File: config.mk
export PLATFORM = sky130hd
export DESIGN_NAME = utf8_punctuation_substituter_flat
export DESIGN_NICKNAME = d
export VERILOG_FILES = /design/src/rtl/core/utf8ps_pkg.sv /design/src/rtl/core/utf8ps_if.sv /design/src/rtl/core/utf8ps_front.sv /design/src/rtl/core/utf8ps_queue.sv /design/src/rtl/core/utf8ps_back.sv /design/src/rtl/core/utf8_punctuation_substituter.sv /design/src/flat_wrapper.sv
export SDC_FILE = /design/constraint.sdc
export NUM_CORES = 1
export LEC_CHECK = 0
export BUFFER_PORTS_ARGS = -buffer_cell sky130_fd_sc_hd__buf_2
export CELL_PAD_IN_SITES_DETAIL_PLACEMENT = 0
export CELL_PAD_IN_SITES_GLOBAL_PLACEMENT = 1
export CORE_UTILIZATION = 40
export DETAILED_ROUTE_END_ITERATION = 8
export PLACE_DENSITY_LB_ADDON = 0.05
export SYNTH_ARGS = -nofsm -noshare
export SYNTH_HDL_FRONTEND = slang
export SYNTH_SLANG_ARGS = --single-unit
File: constraint.sdc
create_clock -name clock -period 12.05 [get_ports clock]
set_input_delay 3.0125 -clock clock [delete_from_list [all_inputs] [get_ports clock]]
set_output_delay 3.0125 -clock clock [all_outputs]
set_load 0.01 [all_outputs]
File: src/rtl/core/utf8ps_pkg.sv
// types, constants and substitution tables shared by the punctuation substituter
package utf8ps_pkg;

   localparam int WIN_DEPTH = 5;
   localparam int NUM_PAT   = 12;
   localparam int REP_MAX   = 3;

   typedef logic [7:0] byte_type;
   typedef logic [2:0] fill_type;
   typedef logic [3:0] pat_idx_type;
   typedef logic [1:0] rep_cnt_type;

   // one decision: up to three bytes to emit, their count and the end-of-text mark
   typedef struct packed {
      logic [REP_MAX-1:0][7:0] data;
      rep_cnt_type             count;
      logic                    last;
   } cmd_type;

   localparam fill_type PAT_LEN [NUM_PAT] = '{
      3'd3, 3'd3, 3'd2, 3'd3, 3'd5, 3'd5, 3'd3, 3'd3, 3'd2, 3'd3, 3'd2, 3'd2
   };

   localparam byte_type PAT_BYTES [NUM_PAT][WIN_DEPTH] = '{
      '{8'hE2, 8'h80, 8'h99, 8'h00, 8'h00},
      '{8'hE2, 8'h80, 8'h98, 8'h00, 8'h00},
      '{8'hCA, 8'hBC, 8'h00, 8'h00, 8'h00},
      '{8'hE2, 8'h80, 8'hA6, 8'h00, 8'h00},
      '{8'h20, 8'hE2, 8'h80, 8'h94, 8'h20},
      '{8'h20, 8'hE2, 8'h80, 8'h93, 8'h20},
      '{8'hE2, 8'h80, 8'h94, 8'h00, 8'h00},
      '{8'hE2, 8'h80, 8'h93, 8'h00, 8'h00},
      '{8'hC2, 8'hA0, 8'h00, 8'h00, 8'h00},
      '{8'hE2, 8'h80, 8'hAF, 8'h00, 8'h00},
      '{8'hC3, 8'h80, 8'h00, 8'h00, 8'h00},
      '{8'hC5, 8'h92, 8'h00, 8'h00, 8'h00}
   };

   localparam rep_cnt_type REP_LEN [NUM_PAT] = '{
      2'd1, 2'd1, 2'd1, 2'd3, 2'd2, 2'd2, 2'd2, 2'd2, 2'd1, 2'd1, 2'd1, 2'd2
   };

   localparam byte_type REP_BYTES [NUM_PAT][REP_MAX] = '{
      '{8'h27, 8'h00, 8'h00},
      '{8'h27, 8'h00, 8'h00},
      '{8'h27, 8'h00, 8'h00},
      '{8'h2E, 8'h2E, 8'h2E},
      '{8'h2C, 8'h20, 8'h00},
      '{8'h2C, 8'h20, 8'h00},
      '{8'h2C, 8'h20, 8'h00},
      '{8'h2C, 8'h20, 8'h00},
      '{8'h20, 8'h00, 8'h00},
      '{8'h20, 8'h00, 8'h00},
      '{8'h41, 8'h00, 8'h00},
      '{8'h4F, 8'h65, 8'h00}
   };

endpackage

File: src/rtl/core/utf8ps_if.sv
// valid/ready stream interfaces for the request and response channels
interface utf8ps_req_if;
   logic                valid;
   logic                ready;
   utf8ps_pkg::byte_type in_byte;
   logic                in_last;

   modport source (output valid, output in_byte, output in_last, input ready);
   modport sink   (input valid, input in_byte, input in_last, output ready);
endinterface

interface utf8ps_rsp_if;
   logic                valid;
   logic                ready;
   utf8ps_pkg::byte_type out_byte;
   logic                out_last;

   modport source (output valid, output out_byte, output out_last, input ready);
   modport sink   (input valid, input out_byte, input out_last, output ready);
endinterface

File: src/rtl/core/utf8ps_front.sv
// front end: lookahead window, pattern match and decision issue
module utf8ps_front (
   input  logic                clock,
   input  logic                reset,
   utf8ps_req_if.sink          req,
   output logic                push_valid,
   output utf8ps_pkg::cmd_type push_cmd,
   input  logic                push_ready
);

   utf8ps_pkg::byte_type window_ff [utf8ps_pkg::WIN_DEPTH];
   utf8ps_pkg::byte_type window_in [utf8ps_pkg::WIN_DEPTH];
   utf8ps_pkg::fill_type fill_ff, fill_in;
   logic                 flush_ff, flush_in;

   logic [utf8ps_pkg::NUM_PAT-1:0] hit;
   logic                           found;
   utf8ps_pkg::pat_idx_type        sel;
   utf8ps_pkg::fill_type           used;
   utf8ps_pkg::fill_type           base_fill;
   logic                           do_decide;
   logic                           accept;
   logic [3:0]                     src;

   // pattern compare against the valid part of the window
   always_comb begin
      for (int k = 0; k < utf8ps_pkg::NUM_PAT; k++) begin
         hit[k] = (utf8ps_pkg::PAT_LEN[k] <= fill_ff);
         for (int j = 0; j < utf8ps_pkg::WIN_DEPTH; j++) begin
            if (utf8ps_pkg::fill_type'(j) < utf8ps_pkg::PAT_LEN[k] &&
                window_ff[j] != utf8ps_pkg::PAT_BYTES[k][j]) begin
               hit[k] = 1'b0;
            end
         end
      end
      found = |hit;
      sel   = '0;
      // lowest table entry wins
      for (int k = utf8ps_pkg::NUM_PAT - 1; k >= 0; k--) begin
         if (hit[k]) begin
            sel = utf8ps_pkg::pat_idx_type'(k);
         end
      end
   end

   always_comb begin
      push_cmd = '0;
      if (found) begin
         used           = utf8ps_pkg::PAT_LEN[sel];
         push_cmd.count = utf8ps_pkg::REP_LEN[sel];
         for (int j = 0; j < utf8ps_pkg::REP_MAX; j++) begin
            push_cmd.data[j] = utf8ps_pkg::REP_BYTES[sel][j];
         end
      end else begin
         used             = 3'd1;
         push_cmd.count   = 2'd1;
         push_cmd.data[0] = window_ff[0];
      end
      push_cmd.last = flush_ff && (used == fill_ff);
   end

   // decide when the window is full or while flushing the tail of a text
   assign push_valid = flush_ff || (fill_ff == utf8ps_pkg::fill_type'(utf8ps_pkg::WIN_DEPTH));
   assign do_decide  = push_valid && push_ready;
   assign req.ready  = !flush_ff &&
                       ((fill_ff != utf8ps_pkg::fill_type'(utf8ps_pkg::WIN_DEPTH)) || push_ready);
   assign accept     = req.valid && req.ready;
   assign base_fill  = do_decide ? fill_ff - used : fill_ff;

   always_comb begin
      src = '0;
      for (int i = 0; i < utf8ps_pkg::WIN_DEPTH; i++) begin
         window_in[i] = window_ff[i];
         if (do_decide) begin
            src = 4'(i) + {1'b0, used};
            if (src < 4'(utf8ps_pkg::WIN_DEPTH)) begin
               window_in[i] = window_ff[src[2:0]];
            end
         end
         if (accept && utf8ps_pkg::fill_type'(i) == base_fill) begin
            window_in[i] = req.in_byte;
         end
      end
      fill_in  = base_fill + utf8ps_pkg::fill_type'(accept);
      flush_in = flush_ff;
      if (accept && req.in_last) begin
         flush_in = 1'b1;
      end else if (do_decide && base_fill == '0) begin
         flush_in = 1'b0;
      end
   end

   always_ff @(posedge clock) begin
      if (reset) begin
         fill_ff  <= '0;
         flush_ff <= 1'b0;
      end else begin
         fill_ff  <= fill_in;
         flush_ff <= flush_in;
      end
   end

   always_ff @(posedge clock) begin
      window_ff <= window_in;
   end

endmodule

File: src/rtl/core/utf8ps_queue.sv
// small fifo of decisions between the front and back ends
module utf8ps_queue #(
   parameter int DEPTH = 4
) (
   input  logic                clock,
   input  logic                reset,
   input  logic                push_valid,
   input  utf8ps_pkg::cmd_type push_cmd,
   output logic                push_ready,
   output logic                head_valid,
   output utf8ps_pkg::cmd_type head_cmd,
   input  logic                pop
);

   localparam int PTR_W = (DEPTH > 1) ? $clog2(DEPTH) : 1;
   localparam int CNT_W = $clog2(DEPTH + 1);

   utf8ps_pkg::cmd_type entry_ff [DEPTH];
   logic [PTR_W-1:0]    wr_ptr_ff, wr_ptr_in;
   logic [PTR_W-1:0]    rd_ptr_ff, rd_ptr_in;
   logic [CNT_W-1:0]    count_ff, count_in;
   logic                push;

   assign push_ready = (count_ff != CNT_W'(DEPTH));
   assign head_valid = (count_ff != '0);
   assign head_cmd   = entry_ff[rd_ptr_ff];
   assign push       = push_valid && push_ready;

   always_comb begin
      wr_ptr_in = wr_ptr_ff;
      rd_ptr_in = rd_ptr_ff;
      if (push) begin
         wr_ptr_in = (wr_ptr_ff == PTR_W'(DEPTH - 1)) ? '0 : wr_ptr_ff + PTR_W'(1);
      end
      if (pop) begin
         rd_ptr_in = (rd_ptr_ff == PTR_W'(DEPTH - 1)) ? '0 : rd_ptr_ff + PTR_W'(1);
      end
      count_in = count_ff + CNT_W'(push) - CNT_W'(pop);
   end

   always_ff @(posedge clock) begin
      if (reset) begin
         wr_ptr_ff <= '0;
         rd_ptr_ff <= '0;
         count_ff  <= '0;
      end else begin
         wr_ptr_ff <= wr_ptr_in;
         rd_ptr_ff <= rd_ptr_in;
         count_ff  <= count_in;
      end
   end

   always_ff @(posedge clock) begin
      if (push) begin
         entry_ff[wr_ptr_ff] <= push_cmd;
      end
   end

endmodule

File: src/rtl/core/utf8ps_back.sv
// back end: expands decisions into output bytes through a registered output stage
module utf8ps_back (
   input  logic                clock,
   input  logic                reset,
   input  logic                head_valid,
   input  utf8ps_pkg::cmd_type head_cmd,
   output logic                pop,
   utf8ps_rsp_if.source        rsp
);

   utf8ps_pkg::rep_cnt_type idx_ff, idx_in;
   logic                    out_valid_ff, out_valid_in;
   utf8ps_pkg::byte_type    out_byte_ff, out_byte_in;
   logic                    out_last_ff, out_last_in;
   logic                    load;
   logic                    tail;

   assign load = head_valid && (!out_valid_ff || rsp.ready);
   assign tail = (idx_ff == head_cmd.count - 2'd1);
   assign pop  = load && tail;

   always_comb begin
      idx_in       = idx_ff;
      out_valid_in = out_valid_ff;
      out_byte_in  = out_byte_ff;
      out_last_in  = out_last_ff;
      if (load) begin
         out_valid_in = 1'b1;
         out_byte_in  = head_cmd.data[idx_ff];
         // only the final byte of the final decision closes the text
         out_last_in  = head_cmd.last && tail;
         idx_in       = tail ? '0 : idx_ff + 2'd1;
      end else if (rsp.ready) begin
         out_valid_in = 1'b0;
      end
   end

   always_ff @(posedge clock) begin
      if (reset) begin
         idx_ff       <= '0;
         out_valid_ff <= 1'b0;
      end else begin
         idx_ff       <= idx_in;
         out_valid_ff <= out_valid_in;
      end
   end

   always_ff @(posedge clock) begin
      out_byte_ff <= out_byte_in;
      out_last_ff <= out_last_in;
   end

   assign rsp.valid    = out_valid_ff;
   assign rsp.out_byte = out_byte_ff;
   assign rsp.out_last = out_last_ff;

endmodule

File: src/rtl/core/utf8_punctuation_substituter.sv
// top level of the utf-8 punctuation substituter
// Takes a utf-8 text one byte per item on req (in_byte, in_last marks the final
// byte of a text) and returns the rewritten text on rsp (out_byte, out_last).
// Typographic quotes, dashes, ellipsis, no-break spaces and a few letters are
// replaced by plain ascii; any other byte passes through unchanged.
// The front end holds a five-byte lookahead window and makes one decision per
// cycle while the queue has room; decisions go through a small queue to the
// back end, which emits one byte per cycle (while rsp.ready is high) from a
// registered output stage. Throughput: one input item per cycle while a text
// streams and the queue has room. After the last byte of a text the front end
// flushes the window, one decision a cycle while the queue has room, and
// req.ready stays low until the window is empty. A decision passes through
// the queue and the output register; it waits for a full window or text end.
// Reset empties the window, the queue and the output stage.
// When rsp.ready is low the output byte holds, the queue fills and then
// req.ready drops; nothing is lost.
module utf8_punctuation_substituter #(
   parameter int QUEUE_DEPTH = 4
) (
   input  logic         clock,
   input  logic         reset,
   utf8ps_req_if.sink   req,
   utf8ps_rsp_if.source rsp
);

   logic                push_valid;
   logic                push_ready;
   utf8ps_pkg::cmd_type push_cmd;
   logic                head_valid;
   utf8ps_pkg::cmd_type head_cmd;
   logic                pop;

   utf8ps_front u_front (
      .clock      (clock),
      .reset      (reset),
      .req        (req),
      .push_valid (push_valid),
      .push_cmd   (push_cmd),
      .push_ready (push_ready)
   );

   utf8ps_queue #(
      .DEPTH (QUEUE_DEPTH)
   ) u_queue (
      .clock      (clock),
      .reset      (reset),
      .push_valid (push_valid),
      .push_cmd   (push_cmd),
      .push_ready (push_ready),
      .head_valid (head_valid),
      .head_cmd   (head_cmd),
      .pop        (pop)
   );

   utf8ps_back u_back (
      .clock      (clock),
      .reset      (reset),
      .head_valid (head_valid),
      .head_cmd   (head_cmd),
      .pop        (pop),
      .rsp        (rsp)
   );

   // a decision stalled by a full queue must not change
   a_decision_holds: assert property (@(posedge clock) disable iff (reset)
      push_valid && !push_ready |=> push_valid && $stable(push_cmd))
      else $error("decision changed while the queue was full");

   a_no_pop_empty: assert property (@(posedge clock) disable iff (reset)
      pop |-> head_valid)
      else $error("queue popped while empty");

   a_count_nonzero: assert property (@(posedge clock) disable iff (reset)
      push_valid |-> push_cmd.count != '0)
      else $error("decision with no bytes to emit");

endmodule
File: src/flat_wrapper.sv
// flat-port wrapper written by rule: the top's interface ports become plain ports
module utf8_punctuation_substituter_flat 
#(
   parameter int QUEUE_DEPTH = 4
)
  (clock, reset, req_valid, req_in_byte, req_in_last, req_ready, rsp_valid, rsp_out_byte, rsp_out_last, rsp_ready);
  utf8ps_req_if req_i ();
  utf8ps_rsp_if rsp_i ();
  input  logic clock;
  input  logic reset;
  input wire logic [$bits(req_i.valid)-1:0] req_valid;
  input wire logic [$bits(req_i.in_byte)-1:0] req_in_byte;
  input wire logic [$bits(req_i.in_last)-1:0] req_in_last;
  output wire logic [$bits(req_i.ready)-1:0] req_ready;
  output wire logic [$bits(rsp_i.valid)-1:0] rsp_valid;
  output wire logic [$bits(rsp_i.out_byte)-1:0] rsp_out_byte;
  output wire logic [$bits(rsp_i.out_last)-1:0] rsp_out_last;
  input wire logic [$bits(rsp_i.ready)-1:0] rsp_ready;
  assign req_i.valid = req_valid;
  assign req_i.in_byte = req_in_byte;
  assign req_i.in_last = req_in_last;
  assign req_ready = req_i.ready;
  assign rsp_valid = rsp_i.valid;
  assign rsp_out_byte = rsp_i.out_byte;
  assign rsp_out_last = rsp_i.out_last;
  assign rsp_i.ready = rsp_ready;
  utf8_punctuation_substituter #(.QUEUE_DEPTH(QUEUE_DEPTH)) u_core (.clock(clock), .reset(reset), .req(req_i), .rsp(rsp_i));
endmodule
==> impl_metrics.env <==
export IMPL_p_sw_share_pct=33.8
export IMPL_synthFlopType="edfxtp_1"
export IMPL_leakage_nw=2.85
export IMPL_totalWireLength_um=21400
export IMPL_p_comb_share_pct=24.9
export IMPL_dieWidth_um=134
export IMPL_worstSetupPathType="flip-flop to flip-flop"
export IMPL_die_h_um=134
export IMPL_ys_types=82
export IMPL_hold_viol_final=0
export IMPL_cts_root_buf="clkbuf_16"
export IMPL_cap_violations=0
export IMPL_port_buffers=23
export IMPL_seq_power_share_pct=43.9
export IMPL_postSynthAreaPerCell_sq_um=11.0
export IMPL_ys_ff_latch=121
export IMPL_cp_endpoint="u_core.u_front.window_ff[8]"
export IMPL_first_pass_iters=5
export IMPL_final_cell_mix="edfxtp_1, nand2_1, nor2_1"
export IMPL_final_common_cell="edfxtp_1"
export IMPL_row_count=47
export IMPL_syn_area_sq_mm=0.00694
export IMPL_cp_end_kind="flip-flop"
export IMPL_post_route_min_period_ns=5.70
export IMPL_cp_cell_sequence="nor4_1, o2111ai_1, or3_1, nor4_4, inv_2, nand4_1, o211a_1, inv_1, ha_1, fa_1, a41o_1, nor2_2, or3b_1, o21ai_0"
export IMPL_start_util_pct=41.4
export IMPL_ctsResizeCount=0
export IMPL_post_cts_buffers=0
export IMPL_cts_clk_slew_worst_paths_ns=0.06
export IMPL_grt_pass1_vias=5189
export IMPL_r2r_end="u_core.u_front.window_ff[8]"
export IMPL_area_growth_pct=11.7
export IMPL_n_antenna_cell=0
export IMPL_postCtsHoldBufs=0
export IMPL_switchingPower_mw=0.511
export IMPL_synthArstFlopShare_pct=0
export IMPL_critPathLaunchType="flip-flop"
export IMPL_fin_setup_tns_ns=0
export IMPL_clockBufferDepth=2
export IMPL_worstPathMaxFanout=17
export IMPL_cts_sinks=121
export IMPL_rsz0062_at_grt="no"
export IMPL_cts_made_buffers=17
export IMPL_p_int_mw=1.00
export IMPL_drc=0
export IMPL_gp_congestion=0.966
export IMPL_max_freq_mhz=176
export IMPL_relSlewSlack_pct=20.2
export IMPL_timing_final_crit_share_pct=47.3
export IMPL_io_pins=24
export IMPL_crit_buf_inv=2
export IMPL_grtUsageTotal_pct=24.9
export IMPL_drv_slew=0
export IMPL_grt_overflow=0
export IMPL_status="complete, no violations"
export IMPL_dp_hpwl_um=15800
export IMPL_worstPathRequired_ns=12.06
export IMPL_power_mw=1.51
export IMPL_rr_startpoint="u_core.u_front.window_ff[20]"
export IMPL_hold_class="flip-flop to flip-flop"
export IMPL_ys_seq_area_share_pct=50.1
export IMPL_cts_tree="yes"
export IMPL_cpMaxStageDelayCell="o21ai_0"
export IMPL_grt_antenna_before_repair=0
export IMPL_max_stage_delay_ns=0.62
export IMPL_critPathTopFamily="simple AND/OR/NAND/NOR gates"
export IMPL_clock_latency_ns=0.42
export IMPL_die_area_sq_mm=0.0179
export IMPL_route_vias_total=5450
export IMPL_skew_ns=0.00807
export IMPL_nNetsFinal=674
export IMPL_max_slew_worst_pin_slew_ns=1.18
export IMPL_drt_wirelength_per_cell_um=24.5
export IMPL_r2r_cells=14
export IMPL_syn_inst=630
export IMPL_grt_pass1_wl_um=32200
export IMPL_via_per_inst=6.23
export IMPL_drive_above_1_share_pct=13.9
export IMPL_synth_edf_count=105
export IMPL_yosys_warnings=0
export IMPL_clockPowerShare_pct=31.2
export IMPL_ir_drop_mv=0.104
export IMPL_initialDrtViolationCount=737
export IMPL_power_density_mw_per_mm2=195
export IMPL_startpoint="u_core.u_front.window_ff[20]"
export IMPL_htreeDepth=4
export IMPL_setup_viol=0
export IMPL_ant_nets=0
export IMPL_r2r_setup_slack_ns=6.35
export IMPL_arrival_ns=5.70
export IMPL_fp_coreArea_sq_mm=0.0168
export IMPL_syn_nets=662
export IMPL_grt_max_degree=22
export IMPL_critical_path_depth=14
worst min path at each step:
stage | from | endpoint | depth (start not counted)
2_1_floorplan | u_core.u_queue.rd_ptr_ff[1] | flip-flop | 2
5_1_grt | u_core.u_queue.rd_ptr_ff[1] | flip-flop | 2
3_5_place_dp | u_core.u_back.rsp.valid | u_core.u_back.rsp.valid | 2
4_1_cts | u_core.u_back.rsp.valid | u_core.u_back.rsp.valid | 2
6_report | u_core.u_back.rsp.valid | u_core.u_back.rsp.valid | 2
3_3_place_gp | u_core.u_back.rsp.valid | u_core.u_back.rsp.valid | 2
flip-flops by register name, summed over array words and instances, names as in the netlist, named ones only:
name                        cells
u_core.u_queue.wr_ptr_ff        2
u_core.u_front.flush_ff         1
u_core.u_front.fill_ff          3
u_core.u_back.rsp.valid         1
u_core.u_queue.count_ff         3
u_core.u_back.rsp.out_last      1
u_core.u_queue.entry_ff        56
u_core.u_queue.rd_ptr_ff        2
u_core.u_back.idx_ff            2
u_core.u_back.rsp.out_byte      8
u_core.u_front.window_ff       40
kinds of logic after synthesis:
kind of cell | share of synthesized area (%)
compound gates | 15.4
xor+xnor | 1.14
fa+ha+maj | 3.64
buf+inv | 3.97
flops | 50.1
mux | 6.75
simple gates | 19.1
through the flow:
stage	instances	hold WS (ns)	instance area [sq um]	utilization [%]	setup WS [ns]
6_report	875	0.470	7740	46.2	6.35
5_1_grt	875	0.513	7740	46.2	6.07
4_1_cts	875	0.469	7740	46.2	6.39
3_5_place_dp	843	0.461	7190	42.9	6.27
3_3_place_gp	843	0.449	7190	42.9	6.37
2_1_floorplan	630	0.454	6940	-	6.87
per-layer routing:
| layer | share of wire, % | routed length [um] | GRT usage (%) |
|---|---|---|---|
| met1 | 42 | 8950 | 31.0 |
| met3 | 6.1 | 1310 | 5.21 |
| met2 | 48 | 10200 | 41.3 |
| met4 | 4.4 | 948 | 12.1 |
| met5 | 0 | 0 | 0 |
worst register-to-register path, stage by stage (launching register included):
cell	delay (ns)
edfxtp_1	0.54
nor4_1	0.32
o2111ai_1	0.19
or3_1	0.45
nor4_4	0.51
inv_2	0.19
nand4_1	0.17
o211a_1	0.34
inv_1	0.15
ha_1	0.22
fa_1	0.53
a41o_1	0.32
nor2_2	0.19
or3b_1	0.55
o21ai_0	0.62
synth_stat cells (all sizes together) (5+ instances only):
library cell | n | area (sq um)
nor3 | 13 | 76.3
a22oi | 7 | 52.6
mux4 | 14 | 315
nand3b | 7 | 52.6
nor3b | 10 | 75.1
edfxtp | 105 | 3150
and3 | 9 | 56.3
inv | 29 | 109
a21oi | 30 | 150
o21ai | 26 | 130
ha | 17 | 213
nand3 | 21 | 105
clkbuf | 20 | 75.1
nor2b | 6 | 37.5
mux2i | 13 | 130
dfxtp | 16 | 320
nand2 | 60 | 225
nand4 | 10 | 62.6
o211ai | 6 | 45.0
xor2 | 7 | 61.3
buf | 13 | 83.8
a21o | 14 | 105
a211oi | 12 | 100
a31oi | 8 | 50.1
and2 | 15 | 93.8
nor4 | 7 | 58.8
nor2 | 38 | 145
nand2b | 5 | 31.3
o221ai | 6 | 52.6
or3 | 5 | 31.3
cell type report:
type / instances / area [sq um]
flip-flops and latches: 121 / 3470
multi-input cells: 445 / 3190
repair buffers: 26 / 138
clock buffers: 22 / 485
inverters: 31 / 116
clock inverters: 10 / 63.8
fillers: 1538 / 9020
well taps: 220 / 275
power groups by stage:
stage          Combinational [mW]  Clock (mW)  Sequential [mW]
2_1_floorplan               0.311           0            0.633
3_3_place_gp                0.373           0            0.668
3_5_place_dp                0.375           0            0.669
4_1_cts                     0.376       0.478            0.660
5_1_grt                     0.413       0.496            0.672
6_report                    0.377       0.472            0.664
Note: power is estimated with default switching activity, not from simulation.
